### src/design/wait_die_rw_lock_queue_macros.svh
// ----------------------------------------------------------------------------
// Wait-die lock queue assertion macros
// Shared assertion helpers for the lock queue RTL.
// ----------------------------------------------------------------------------
`ifndef WAIT_DIE_RW_LOCK_QUEUE_MACROS_SVH
`define WAIT_DIE_RW_LOCK_QUEUE_MACROS_SVH
`ifndef NO_ASSERTIONS
`define WD_ASSERT(label, clk, rst_n, prop, msg) \
  label: assert property (@(posedge clk) disable iff (!rst_n) (prop)) else $error(msg);
`define WD_ASSERT_NEXT(label, clk, rst_n, ante, cons, msg) \
  label: assert property (@(posedge clk) disable iff (!rst_n) (ante) |=> (cons)) \
    else $error(msg);
`else
`define WD_ASSERT(label, clk, rst_n, prop, msg)
`define WD_ASSERT_NEXT(label, clk, rst_n, ante, cons, msg)
`endif
`endif

### src/design/wdrw_pkg.sv
// ----------------------------------------------------------------------------
// Wait-die lock queue package
// Shared types and codes for the lock queue.
// ----------------------------------------------------------------------------
package wdrw_pkg;
  localparam logic [1:0] VerdictGrant  = 2'd0;
  localparam logic [1:0] VerdictWait   = 2'd1;
  localparam logic [1:0] VerdictDie    = 2'd2;
  localparam logic [1:0] VerdictCancel = 2'd3;

  localparam logic [1:0] ModeFree  = 2'd0;
  localparam logic [1:0] ModeRead  = 2'd1;
  localparam logic [1:0] ModeWrite = 2'd2;

  typedef struct packed {
    logic [31:0] id;
    logic [31:0] prio;
    logic        writer;
    logic        granted;
  } slot_t;

  // per-cell command from the sequencer
  typedef struct packed {
    logic        load;     // write cell at tail index
    logic        shift;    // cell at shift position takes right neighbor
    logic        grant;    // set granted at grant position
  } cell_ctl_t;
endpackage

### src/design/wdrw_cell.sv
// ----------------------------------------------------------------------------
// Lock queue cell
// One queue slot; loads a new request, takes its right neighbor on compaction.
// ----------------------------------------------------------------------------
module wdrw_cell
  import wdrw_pkg::*;
(
  input  logic      clk_i,
  input  cell_ctl_t ctl_i,
  input  logic      load_sel_i,
  input  logic      shift_sel_i,
  input  logic      grant_sel_i,
  input  slot_t     new_i,
  input  slot_t     right_i,
  output slot_t     slot_o
);
  slot_t slot_q;

  always_ff @(posedge clk_i) begin
    if (ctl_i.load && load_sel_i) begin
      slot_q <= new_i;
    end else if (ctl_i.shift && shift_sel_i) begin
      slot_q <= right_i;
    end else if (ctl_i.grant && grant_sel_i) begin
      slot_q.granted <= 1'b1;
    end
  end

  assign slot_o = slot_q;
endmodule

### src/design/wait_die_rw_lock_queue.sv
// ----------------------------------------------------------------------------
// Wait-die reader-writer lock queue
// A lock scans the queued entries from the tail toward the head; a release
// finds its entry, compacts the queue over it and hands the lock on. A
// sequencer walks the row of queue cells one slot a cycle and compacts it
// one shift a cycle. Results appear at most one per cycle on done_o, each
// for one cycle; the receiver cannot stall, so nothing is held back.
// ----------------------------------------------------------------------------
`include "wait_die_rw_lock_queue_macros.svh"
module wait_die_rw_lock_queue
  import wdrw_pkg::*;
#(
  parameter int QUEUE_DEPTH = 16
) (
  input  logic        clk_i,
  input  logic        rst_ni,
  input  logic        start,
  output logic        busy,
  input  logic        operation_i,
  input  logic        lock_kind_i,
  input  logic [31:0] priority_req_i,
  input  logic [31:0] target_id_i,
  output logic        done_o,
  output logic [31:0] request_id_o,
  output logic [1:0]  verdict_o,
  output logic        last_result_o
);
  localparam int IW = $clog2(QUEUE_DEPTH);
  localparam int CW = $clog2(QUEUE_DEPTH + 1);

  localparam logic [3:0] StIdle    = 4'd0;
  localparam logic [3:0] StLScan   = 4'd1;
  localparam logic [3:0] StLDone   = 4'd2;
  localparam logic [3:0] StRFind   = 4'd3;
  localparam logic [3:0] StRShift  = 4'd4;
  localparam logic [3:0] StRRun    = 4'd5;
  localparam logic [3:0] StRFin    = 4'd6;
  localparam logic [3:0] StRHand   = 4'd7;

  slot_t     slots [QUEUE_DEPTH];
  cell_ctl_t ctl;
  slot_t     new_slot;
  logic [IW-1:0] load_idx, shift_idx, grant_idx;

  logic [3:0]    st_q, st_d;
  logic [CW-1:0] len_q, len_d;
  logic [1:0]    mode_q, mode_d;
  logic [CW-1:0] hold_q, hold_d, qrd_q, qrd_d, qwr_q, qwr_d;
  logic [31:0]   nid_q, nid_d;
  logic          op_q, wr_q;
  logic [31:0]   prio_q, tgt_q;
  logic [31:0]   cur_id_q, cur_id_d;
  logic [1:0]    vd_q, vd_d;
  logic [CW-1:0] pos_q, pos_d;   // scan/shift index
  logic [CW-1:0] fpos_q, fpos_d; // found position
  logic          wb_q, wb_d;     // writer seen before target
  logic          fgr_q, fgr_d, fwr_q, fwr_d;
  logic          rel_q, rel_d;   // release of a held entry
  logic          out_v_d, out_v_q, out_l_d, out_l_q;
  logic [31:0]   out_id_d, out_id_q;
  logic [1:0]    out_vd_d, out_vd_q;
  slot_t         cur;

  for (genvar g = 0; g < QUEUE_DEPTH; g++) begin : g_cell
    slot_t right;
    if (g == QUEUE_DEPTH - 1) begin : g_end
      assign right = slots[g];
    end else begin : g_mid
      assign right = slots[g+1];
    end
    wdrw_cell u_cell (
      .clk_i       (clk_i),
      .ctl_i       (ctl),
      .load_sel_i  (load_idx == IW'(g)),
      .shift_sel_i (shift_idx == IW'(g)),
      .grant_sel_i (grant_idx == IW'(g)),
      .new_i       (new_slot),
      .right_i     (right),
      .slot_o      (slots[g])
    );
  end

  assign load_idx = len_q[IW-1:0];
  assign cur = slots[pos_q[IW-1:0]];
  assign busy = (st_q != StIdle);

  function automatic logic [CW-1:0] dec_sat(input logic [CW-1:0] v);
    dec_sat = (v != '0) ? v - 1'b1 : '0;
  endfunction

  always_comb begin
    st_d = st_q; len_d = len_q; mode_d = mode_q; hold_d = hold_q;
    qrd_d = qrd_q; qwr_d = qwr_q; nid_d = nid_q; cur_id_d = cur_id_q;
    vd_d = vd_q; pos_d = pos_q; fpos_d = fpos_q; wb_d = wb_q;
    fgr_d = fgr_q; fwr_d = fwr_q; rel_d = rel_q;
    out_v_d = 1'b0; out_l_d = 1'b0; out_id_d = out_id_q; out_vd_d = out_vd_q;
    ctl = '0; shift_idx = pos_q[IW-1:0]; grant_idx = pos_q[IW-1:0];
    new_slot.id = cur_id_q; new_slot.prio = prio_q;
    new_slot.writer = wr_q; new_slot.granted = (vd_q == VerdictGrant);
    unique case (st_q)
      StIdle: begin
        if (start) begin
          if (!operation_i) begin
            cur_id_d = nid_q;
            nid_d = (nid_q == 32'hFFFF_FFFF) ? 32'd1 : nid_q + 32'd1;
            pos_d = len_q;
            if (mode_q == ModeFree ||
                (mode_q == ModeRead && !lock_kind_i && qwr_q == '0)) begin
              vd_d = VerdictGrant; st_d = StLDone;
            end else begin
              vd_d = lock_kind_i ? VerdictWait : VerdictDie; st_d = StLScan;
            end
          end else begin
            pos_d = '0; wb_d = 1'b0; st_d = StRFind;
          end
        end
      end
      StLScan: begin
        if (pos_q == '0) begin
          st_d = StLDone;
        end else begin
          pos_d = pos_q - 1'b1;
          shift_idx = IW'(pos_q - 1'b1);
          if (wr_q) begin
            if (prio_q >= slots[IW'(pos_q - 1'b1)].prio) begin
              vd_d = VerdictDie; st_d = StLDone;
            end else if (slots[IW'(pos_q - 1'b1)].writer) begin
              st_d = StLDone;
            end
          end else if (slots[IW'(pos_q - 1'b1)].writer) begin
            vd_d = (prio_q < slots[IW'(pos_q - 1'b1)].prio) ? VerdictWait : VerdictDie;
            st_d = StLDone;
          end
        end
      end
      StLDone: begin
        out_v_d = 1'b1; out_l_d = 1'b1; out_id_d = cur_id_q; out_vd_d = vd_q;
        st_d = StIdle;
        if (vd_q != VerdictDie) begin
          if (len_q >= CW'(QUEUE_DEPTH)) begin
            out_vd_d = VerdictDie;
          end else begin
            ctl.load = 1'b1;
            len_d = len_q + 1'b1;
            if (wr_q) qwr_d = qwr_q + 1'b1; else qrd_d = qrd_q + 1'b1;
            if (vd_q == VerdictGrant) begin
              if (wr_q) mode_d = ModeWrite;
              else begin mode_d = ModeRead; hold_d = hold_q + 1'b1; end
            end
          end
        end
      end
      StRFind: begin
        if (pos_q >= len_q) begin
          st_d = StIdle;
        end else if (cur.id == tgt_q) begin
          fpos_d = pos_q; fgr_d = cur.granted; fwr_d = cur.writer;
          st_d = StRShift;
          if (!cur.granted) begin
            rel_d = 1'b0;
            if (cur.writer) qwr_d = dec_sat(qwr_q); else qrd_d = dec_sat(qrd_q);
          end else begin
            rel_d = 1'b1;
            if (cur.writer) qwr_d = dec_sat(qwr_q);
            else begin qrd_d = dec_sat(qrd_q); hold_d = dec_sat(hold_q); end
          end
        end else begin
          if (cur.writer) wb_d = 1'b1;
          pos_d = pos_q + 1'b1;
        end
      end
      StRShift: begin
        if (pos_q + 1'b1 < len_q) begin
          ctl.shift = 1'b1; pos_d = pos_q + 1'b1;
        end else begin
          len_d = len_q - 1'b1; pos_d = fpos_q;
          if (!rel_q) st_d = (fwr_q && !wb_q) ? StRRun : StRFin;
          else st_d = (!fwr_q && hold_q != '0) ? StIdle : StRHand;
        end
      end
      StRHand: begin
        if (len_q == '0) begin
          mode_d = ModeFree; st_d = StIdle;
        end else if (pos_q >= len_q) begin
          st_d = StIdle;
        end else if (cur.writer) begin
          st_d = StIdle;
          if (!cur.granted) begin
            ctl.grant = 1'b1; mode_d = ModeWrite;
            out_v_d = 1'b1; out_l_d = 1'b1; out_id_d = cur.id; out_vd_d = VerdictGrant;
          end
        end else begin
          st_d = StRRun;
        end
      end
      StRRun: begin
        if (pos_q >= len_q || cur.writer) begin
          st_d = rel_q ? StIdle : StRFin;
          if (rel_q && out_v_q) out_l_d = 1'b0;
        end else begin
          pos_d = pos_q + 1'b1;
          if (!cur.granted) begin
            ctl.grant = 1'b1; hold_d = hold_q + 1'b1; mode_d = ModeRead;
            out_v_d = 1'b1; out_id_d = cur.id; out_vd_d = VerdictGrant;
            out_l_d = rel_q && ((pos_q + 1'b1 >= len_q) ||
                                slots[IW'(pos_q + 1'b1)].writer);
            if (out_l_d) st_d = StIdle;
          end
        end
      end
      StRFin: begin
        out_v_d = 1'b1; out_l_d = 1'b1; out_id_d = tgt_q; out_vd_d = VerdictCancel;
        st_d = StIdle;
      end
      default: st_d = StIdle;
    endcase
  end

  always_ff @(posedge clk_i or negedge rst_ni) begin
    if (!rst_ni) begin
      st_q <= StIdle; len_q <= '0; mode_q <= ModeFree; hold_q <= '0;
      qrd_q <= '0; qwr_q <= '0; nid_q <= 32'd1; out_v_q <= 1'b0;
    end else begin
      st_q <= st_d; len_q <= len_d; mode_q <= mode_d; hold_q <= hold_d;
      qrd_q <= qrd_d; qwr_q <= qwr_d; nid_q <= nid_d; out_v_q <= out_v_d;
    end
  end

  always_ff @(posedge clk_i) begin
    if (start && !busy) begin
      op_q <= operation_i; wr_q <= lock_kind_i;
      prio_q <= priority_req_i; tgt_q <= target_id_i;
    end
    cur_id_q <= cur_id_d; vd_q <= vd_d; pos_q <= pos_d; fpos_q <= fpos_d;
    wb_q <= wb_d; fgr_q <= fgr_d; fwr_q <= fwr_d; rel_q <= rel_d;
    out_l_q <= out_l_d; out_id_q <= out_id_d; out_vd_q <= out_vd_d;
  end

  assign done_o = out_v_q;
  assign request_id_o = out_id_q;
  assign verdict_o = out_vd_q;
  assign last_result_o = out_l_q;

  `WD_ASSERT(a_len_bound, clk_i, rst_ni, len_q <= CW'(QUEUE_DEPTH), "queue overflow")
  `WD_ASSERT(a_free_empty, clk_i, rst_ni, (st_q != StIdle) || (mode_q != ModeFree) || (len_q == '0) || op_q || fgr_q, "free lock with entries")
  `WD_ASSERT_NEXT(a_id_nz, clk_i, rst_ni, 1'b1, nid_q != 32'd0, "request id zero")
endmodule

### config.mk
export PLATFORM = sky130hd
export DESIGN_NAME = wait_die_rw_lock_queue
export DESIGN_NICKNAME = d
export VERILOG_FILES = /design/src/design/wdrw_pkg.sv /design/src/design/wdrw_cell.sv /design/src/design/wait_die_rw_lock_queue.sv
export VERILOG_INCLUDE_DIRS = /design/src /design/src/design
export SDC_FILE = /design/constraint.sdc
export NUM_CORES = 2
export LEC_CHECK = 0
export BUFFER_PORTS_ARGS = -buffer_cell sky130_fd_sc_hd__buf_4
export CAP_MARGIN = 20
export CELL_PAD_IN_SITES_DETAIL_PLACEMENT = 1
export CELL_PAD_IN_SITES_GLOBAL_PLACEMENT = 1
export CORE_MARGIN = 4
export CORE_UTILIZATION = 55
export CTS_CLUSTER_DIAMETER = 120
export DETAILED_ROUTE_END_ITERATION = 10
export PLACE_DENSITY_LB_ADDON = 0.1
export SLEW_MARGIN = 20
export SYNTH_ARGS = -nofsm -noshare
export SYNTH_HDL_FRONTEND = slang
export SYNTH_HIERARCHICAL = 1
export SYNTH_SLANG_ARGS = --single-unit
### constraint.sdc
create_clock -name clk_i -period 7 [get_ports clk_i]
set_clock_uncertainty 0.1 [all_clocks]
set_input_delay 0.35 -clock clk_i [delete_from_list [all_inputs] [get_ports clk_i]]
set_output_delay 0.35 -clock clk_i [all_outputs]
set_load 0.02 [all_outputs]
-- Word level (Yosys, flattened, before mapping)
Cells that the tools add are included.
- output and inout bits: 37
- memory bits (read-only): 0
- bits in registers: 1257
- input port bits: 69
- memory bits (writable): 0
- bits in latches: 0
- memories: 0
- logic and storage cells: 503
- $mul: 0
- add/subtract/negate cells: 9
- div/mod/pow operators: 0
- shift operators: 0
- bitwise logic cells: 5
- muxes and demuxes: 185
- magnitude comparators: 9
- equality and inequality tests: 86
- reduce and logical (&&, ||, !) cells: 125
- operators with widths (kind ; count):
    $mux 66 ; 17
    $mux 65 ; 15
    $bmux 66 s4 ; 3
    $mux 32 ; 6
    $mux 5 ; 28
    $pmux 32 s4 ; 1
    $eq 4x4->1 const B ; 24
    $mux 34 ; 2
    $eq 4x3->1 const B ; 16
    $mux 2 ; 30
    $mux 4 ; 14
    $logic_and 1x1->1 ; 54
    $mux 1 ; 51
    $reduce_bool 3->1 ; 17
    $ne 2x2->1 const B ; 21
    $reduce_bool 2->1 ; 20
    $add 32x1->32 const B ; 1
    $eq 32x32->1 ; 1
    $eq 32x32->1 const B ; 1
    $eq 4x2->1 const B ; 8
    $ge 32x32->1 ; 1
    $lt 32x32->1 ; 1
    $pmux 5 s5 ; 1
    $ne 3x3->1 const B ; 8
    35 further kinds ; 78

-- Longest topological paths before layout
- depth after elaboration: 13
- mapped depth: 25
- gate-level depth less buffers: 15

-- Cells and area by module
The synthesis kept the hierarchy.
- by module, submodules not included (module ; instances ; seq. area each (µm²) ; area an instance (µm²) ; cells each):
    wdrw_cell ; 16 ; 1981.9 ; 2874.0 ; 145
    wait_die_rw_lock_queue ; 1 ; 5756.8 ; 19230.9 ; 1605

-- Worst setup path after synthesis
No wires, ideal clock.
- kind: flip-flop to flip-flop
- start: reg pos_q[0]
- end: reg vd_q[0], enable pin
- stages on the path, launching flop included: 25
- library setup time: 0.266 ns
- arrival time: 5.628 ns
- required time: 6.634 ns
- path slack: 1.006 ns
- buffers on the path: 9
- clock period less this slack: 5.994 ns
- cells stage by stage: edfxtp_1 buf_2 buf_4 inv_1 clkbuf_1 buf_2 clkbuf_1 ha_1 clkbuf_1 clkbuf_1 clkbuf_1 clkbuf_1 mux4_2 mux4_2 inv_1 ha_1 nor2b_1 o21a_1 o21a_1 o21ai_0 o211ai_1 o211ai_1 o21ai_0 o211ai_1 a21boi_0
- word-level cells in the longest chain between the ends: 8
- elaborated cells on any way between the ends: 11
- those cells by class: add/sub (1); order compare (1); eq/ne (3); mux (3); bitwise (1); reduce/logical (2)
- ends and longest elaborated chain (element ; RTL line ; source):
    from (decl) ; wait_die_rw_lock_queue.sv:54 ; logic [CW-1:0] pos_q, pos_d;
    from (signal assigned) ; wait_die_rw_lock_queue.sv:234 ; cur_id_q <= cur_id_d; vd_q <= vd_d; pos_q <= pos_d; fpos_q <= fpos_d;
    $sub 5x1->5 ; wait_die_rw_lock_queue.sv:125, wait_die_rw_lock_queue.sv:130 ;
    $not 4->5 (not written as such) ; wait_die_rw_lock_queue.sv:125, wait_die_rw_lock_queue.sv:130 ;
    $bmux 66 s4 ; wait_die_rw_lock_queue.sv:125, wait_die_rw_lock_queue.sv:130 ;
    $mux 34 (not written as such) (2 in a row) ; wait_die_rw_lock_queue.sv:125 ; if (prio_q >= slots[IW'(pos_q - 1'b1)].prio) begin
    $ge 32x32->1 ; wait_die_rw_lock_queue.sv:125 ;
    $ne 3x3->1 (no line) ; - ;
    $reduce_and 6->1 (no line) * ; - ;
    to (signal assigned) ; wait_die_rw_lock_queue.sv:234 ;
    to (decl) ; wait_die_rw_lock_queue.sv:53 ; logic [1:0] vd_q, vd_d;
Every way passes the cells marked *; elsewhere a longest branch is shown, timed or not. The select of a mux whose other input is x is not followed.
A chain may end at the register's enable or synchronous reset.

-- Final worst setup path
Same ends and word-level chain as after synthesis.

==> results by group <==
Outcome
  • Status: finished, final reports clean

Global routing
  • Vias in the first global route: 41200
  • Antenna violations before repair: 2
  • Total global routing overflow: 0
  • First-pass GRT wire length: 298000 microns
  • Busiest layer in global routing: met2
  • Met1 usage: 44.8%
  • GRT Overall Usage: 33.0%
  • Largest net degree at the start of global routing: 71
  • GRT met2 Usage: 53.7%
  • Met3 GRT Util: 6.02%

Logic synthesis
  • Yosys reg bits: 1257
  • Seq/Total Area, Yosys: 57.5%
  • Mapped cell area: 65200 sq um
  • Syn nets: approximately 4000
  • Syn Inst Count: 3925
  • Most used DFF post-synth: edfxtp_1
  • Ys async rst share: between 4 and 5%
  • Cell variety after synth: 81
  • Syn Area/Cell: 16.6 sq um
  • Synth warn: 6
  • Post-synth EDFFs: 1202

Drt
  • Drt total wl: 208000 microns
  • DR iter-0 viols: 4526
  • ANT nets after route: 0
  • Iteration count of the initial detailed-routing pass: 5
  • Wire per inst: between 30 and 40 microns
  • Drt via density: 6.90
  • Via Count: between 30000 and 40000
  • # DRC: 0

Placement
  • RePlAce Congestion: 0.869
  • Post-DP Area: between 60000 and 70000 sq um
  • Pre-CTS WS: approximately 1400 ps
  • Port buffer count: 105
  • Dpl hpwl: roughly 120000 microns
  • Dpl cells: 5448

Critical path
  • Crit Path Max Fanout: 41
  • Crit-path leading delay family: compound AO/OA/AOI/OAI gates
  • Max stage delay on crit path: approximately 760 ps
  • CP Cell Sequence: buf_12, buf_4, mux4_2, mux4_2, inv_1, ha_1, a21o_1, a21o_1, a21oi_1, o21ai_0, a21oi_1, o21ai_0, buf_4, o211ai_1, a21boi_0
  • CP Buf/Inv Count: 4
  • Reg2reg path depth: 15
  • CP Launch Type: register
  • Critical setup path kind: reg -> reg
  • Worst endpoint required time: between 7000 and 8000 ps
  • CP arrival: approximately 6100 ps
  • Crit path depth: 15
  • Worst-path cell with the longest stage delay: edfxtp_1
  • Crit end category: register

CTS
  • CTS sink cnt: about 1300
  • CTS tree: yes
  • H-tree Lvls: 4
  • Postcts setup bufs: 0
  • Clock buffer depth: 3
  • Clock Latency Late Sink: approximately 800 ps
  • PostCTS Resize Cnt: 0
  • Root Driver: clkbuf_16
  • Reg clk slew, reported paths: 60 ps
  • CTS Buf Count: between 100 and 150
  • Post-CTS Hold Fix Bufs: roughly 70

Flow run
  • Max Cap Violations: 0

Power and ir drop
  • Peak supply drop: 0.278 mV
  • Leakage power: 26.4 nW
  • Total power: 21.2 mW
  • PwrDens: 291 nW/um^2

Cells and area
  • Fraction of layout cells with a size suffix above 1: between 40% and 50%
  • Fillcell total: 10300
  • Nets: 4248
  • Final cell count without fillers: 5770
  • Area growth syn-to-layout: 11.9%
  • Final design area excluding fillers: 73000 sq um
  • Core Util, Final: 61.9%

Floorplanning
  • Starting Density: 55.3%
  • Die W: 352 microns
  • Total core area: about 120000 sq um
  • Full die area: 124000 sq um
  • Ports: 106
  • Row count: 126
  • DIE HEIGHT: 352 microns

STA
  • Final Max Slew Viols: 0
  • Min Hold Slack: 89.6 ps
  • Final period util: 81.5%
  • # setup viols final: 0
  • Fmax: 175 MHz
  • Final worst slack: 1300 ps
  • Minimum clock period: 5700 ps
  • Worst-margin pin slew: between 1000 and 1500 ps
  • Slew HR: around a fifth
  • Final Hold Viols: 0
  • Setup TNS: 0 ps
  • RSZ-0062 raised after global routing: false

Worst hold path
  • Min-Delay Path Class: in -> async
==> power breakdown <==
group / internal [mW] / leakage [nW] / switching, mW / total, mW
Clock: 4.18 / 2.17 / 3.09 / 7.27
Combinational: 2.25 / 12.7 / 2.97 / 5.22
Sequential: 8.39 / 11.5 / 0.351 / 8.74
Total: 14.8 / 26.4 / 6.41 / 21.2
==> placed cells by master (no fill, tap or decap), drive strengths merged, types with 45 or more instances in the layout <==
| cell type | instances |
|---|---|
| clkinv | 49 |
| clkbuf | 187 |
| nor2 | 112 |
| nand2 | 172 |
| edfxtp | 1202 |
| xnor2 | 47 |
| mux2 | 1090 |
| a22oi | 45 |
| inv | 80 |
| mux4 | 270 |
| ha | 54 |
| dlygate4sd3 | 68 |
| a21oi | 56 |
| buf | 219 |
| nand3 | 50 |
| o21ai | 55 |
| mux2i | 82 |
| dfrtp | 53 |
==> state kept, by name (all words and copies together), names as in the netlist <==
name	count
cur_id_q	32
done_o	1
fpos_q	5
fwr_q	1
g_cell.u_cell/slot_o	1056
hold_q	5
last_result_o	1
len_q	5
mode_q	2
nid_q	32
pos_q	5
prio_q	32
qwr_q	5
rel_q	1
request_id_o	32
st_q	4
tgt_q	32
vd_q	2
verdict_o	2
wb_q	1
wr_q	1
==> layer usage <==
layer	up-vias	share of wire, %	wire length (microns)
li1	16100	-	-
met3	406	7.6	15800
met2	1923	48	100000
met1	21400	40	84000
met5	-	0	0
met4	0	3.7	7610
==> synth_stat cells (29+ instances only) <==
library cell  count  area [sq um]
buf_6            56           631
o21ai_0          52           260
mux2_4          288          4320
nand2_1         172           646
xnor2_1          47           412
edfxtp_1       1202         36100
mux4_2          270          6080
dfrtp_1          53          1330
nor3_1           29           145
mux2i_1          82           821
buf_2            85           425
clkbuf_1         68           255
a21oi_1          54           270
ha_1             54           676
mux2_2          776          8740
nor2_1          112           420
xor2_1           31           272
inv_1            73           274
nand3_1          50           250
a22oi_1          45           338
==> final timing paths <==
| path | start | to | slack (ps) |
|---|---|---|---|
| setup reg to reg | pos_q[0] | vd_q[0] | 1300 |
| min in group clk_i | target_id_i[9] | tgt_q[9] | 190 |
| setup / recovery | pos_q[0] | vd_q[0] | 1300 |
| max in group asynchronous | rst_ni | nid_q[5] | 6070 |
| hold reg to reg | nid_q[24] | nid_q[24] | 390 |
| hold / removal | rst_ni | len_q[4] | 90 |
==> final cells by class <==
| cell class | instances | area (sq um) | share of cell area, % |
|---|---|---|---|
| well taps | 1536 | 1920 | 2.63 |
| flip-flops and latches | 1257 | 37500 | 51.3 |
| repair buffers | 287 | 2570 | 3.53 |
| clock buffers | 187 | 3880 | 5.31 |
| multi-input cells | 2361 | 26300 | 36.1 |
| inverters | 75 | 282 | 0.386 |
| diodes | 5 | 12.5 | 0.0171 |
| clock inverters | 62 | 526 | 0.720 |
==> worst register-to-register path, cell delays in order (launching register included) <==
cell      delay, ps
edfxtp_1        760
buf_12          390
buf_4           500
mux4_2          550
mux4_2          470
inv_1            70
ha_1            240
a21o_1          170
a21o_1          190
a21oi_1         270
o21ai_0         300
a21oi_1         710
o21ai_0         200
buf_4           190
o211ai_1        160
a21boi_0        160
==> cells by family after synthesis <==
| family | after synthesis | synth area share, % |
|---|---|---|
| mux | 1442 | 31.1 |
| flops | 1257 | 57.5 |
| simple gates | 492 | 3.61 |
| buf+inv | 307 | 2.64 |
| compound gates | 293 | 3.12 |
| xor+xnor | 78 | 1.05 |
| fa+ha+maj | 55 | 1.07 |
| other cells | 1 | 0.00575 |
(Power assumes the default switching activity.)
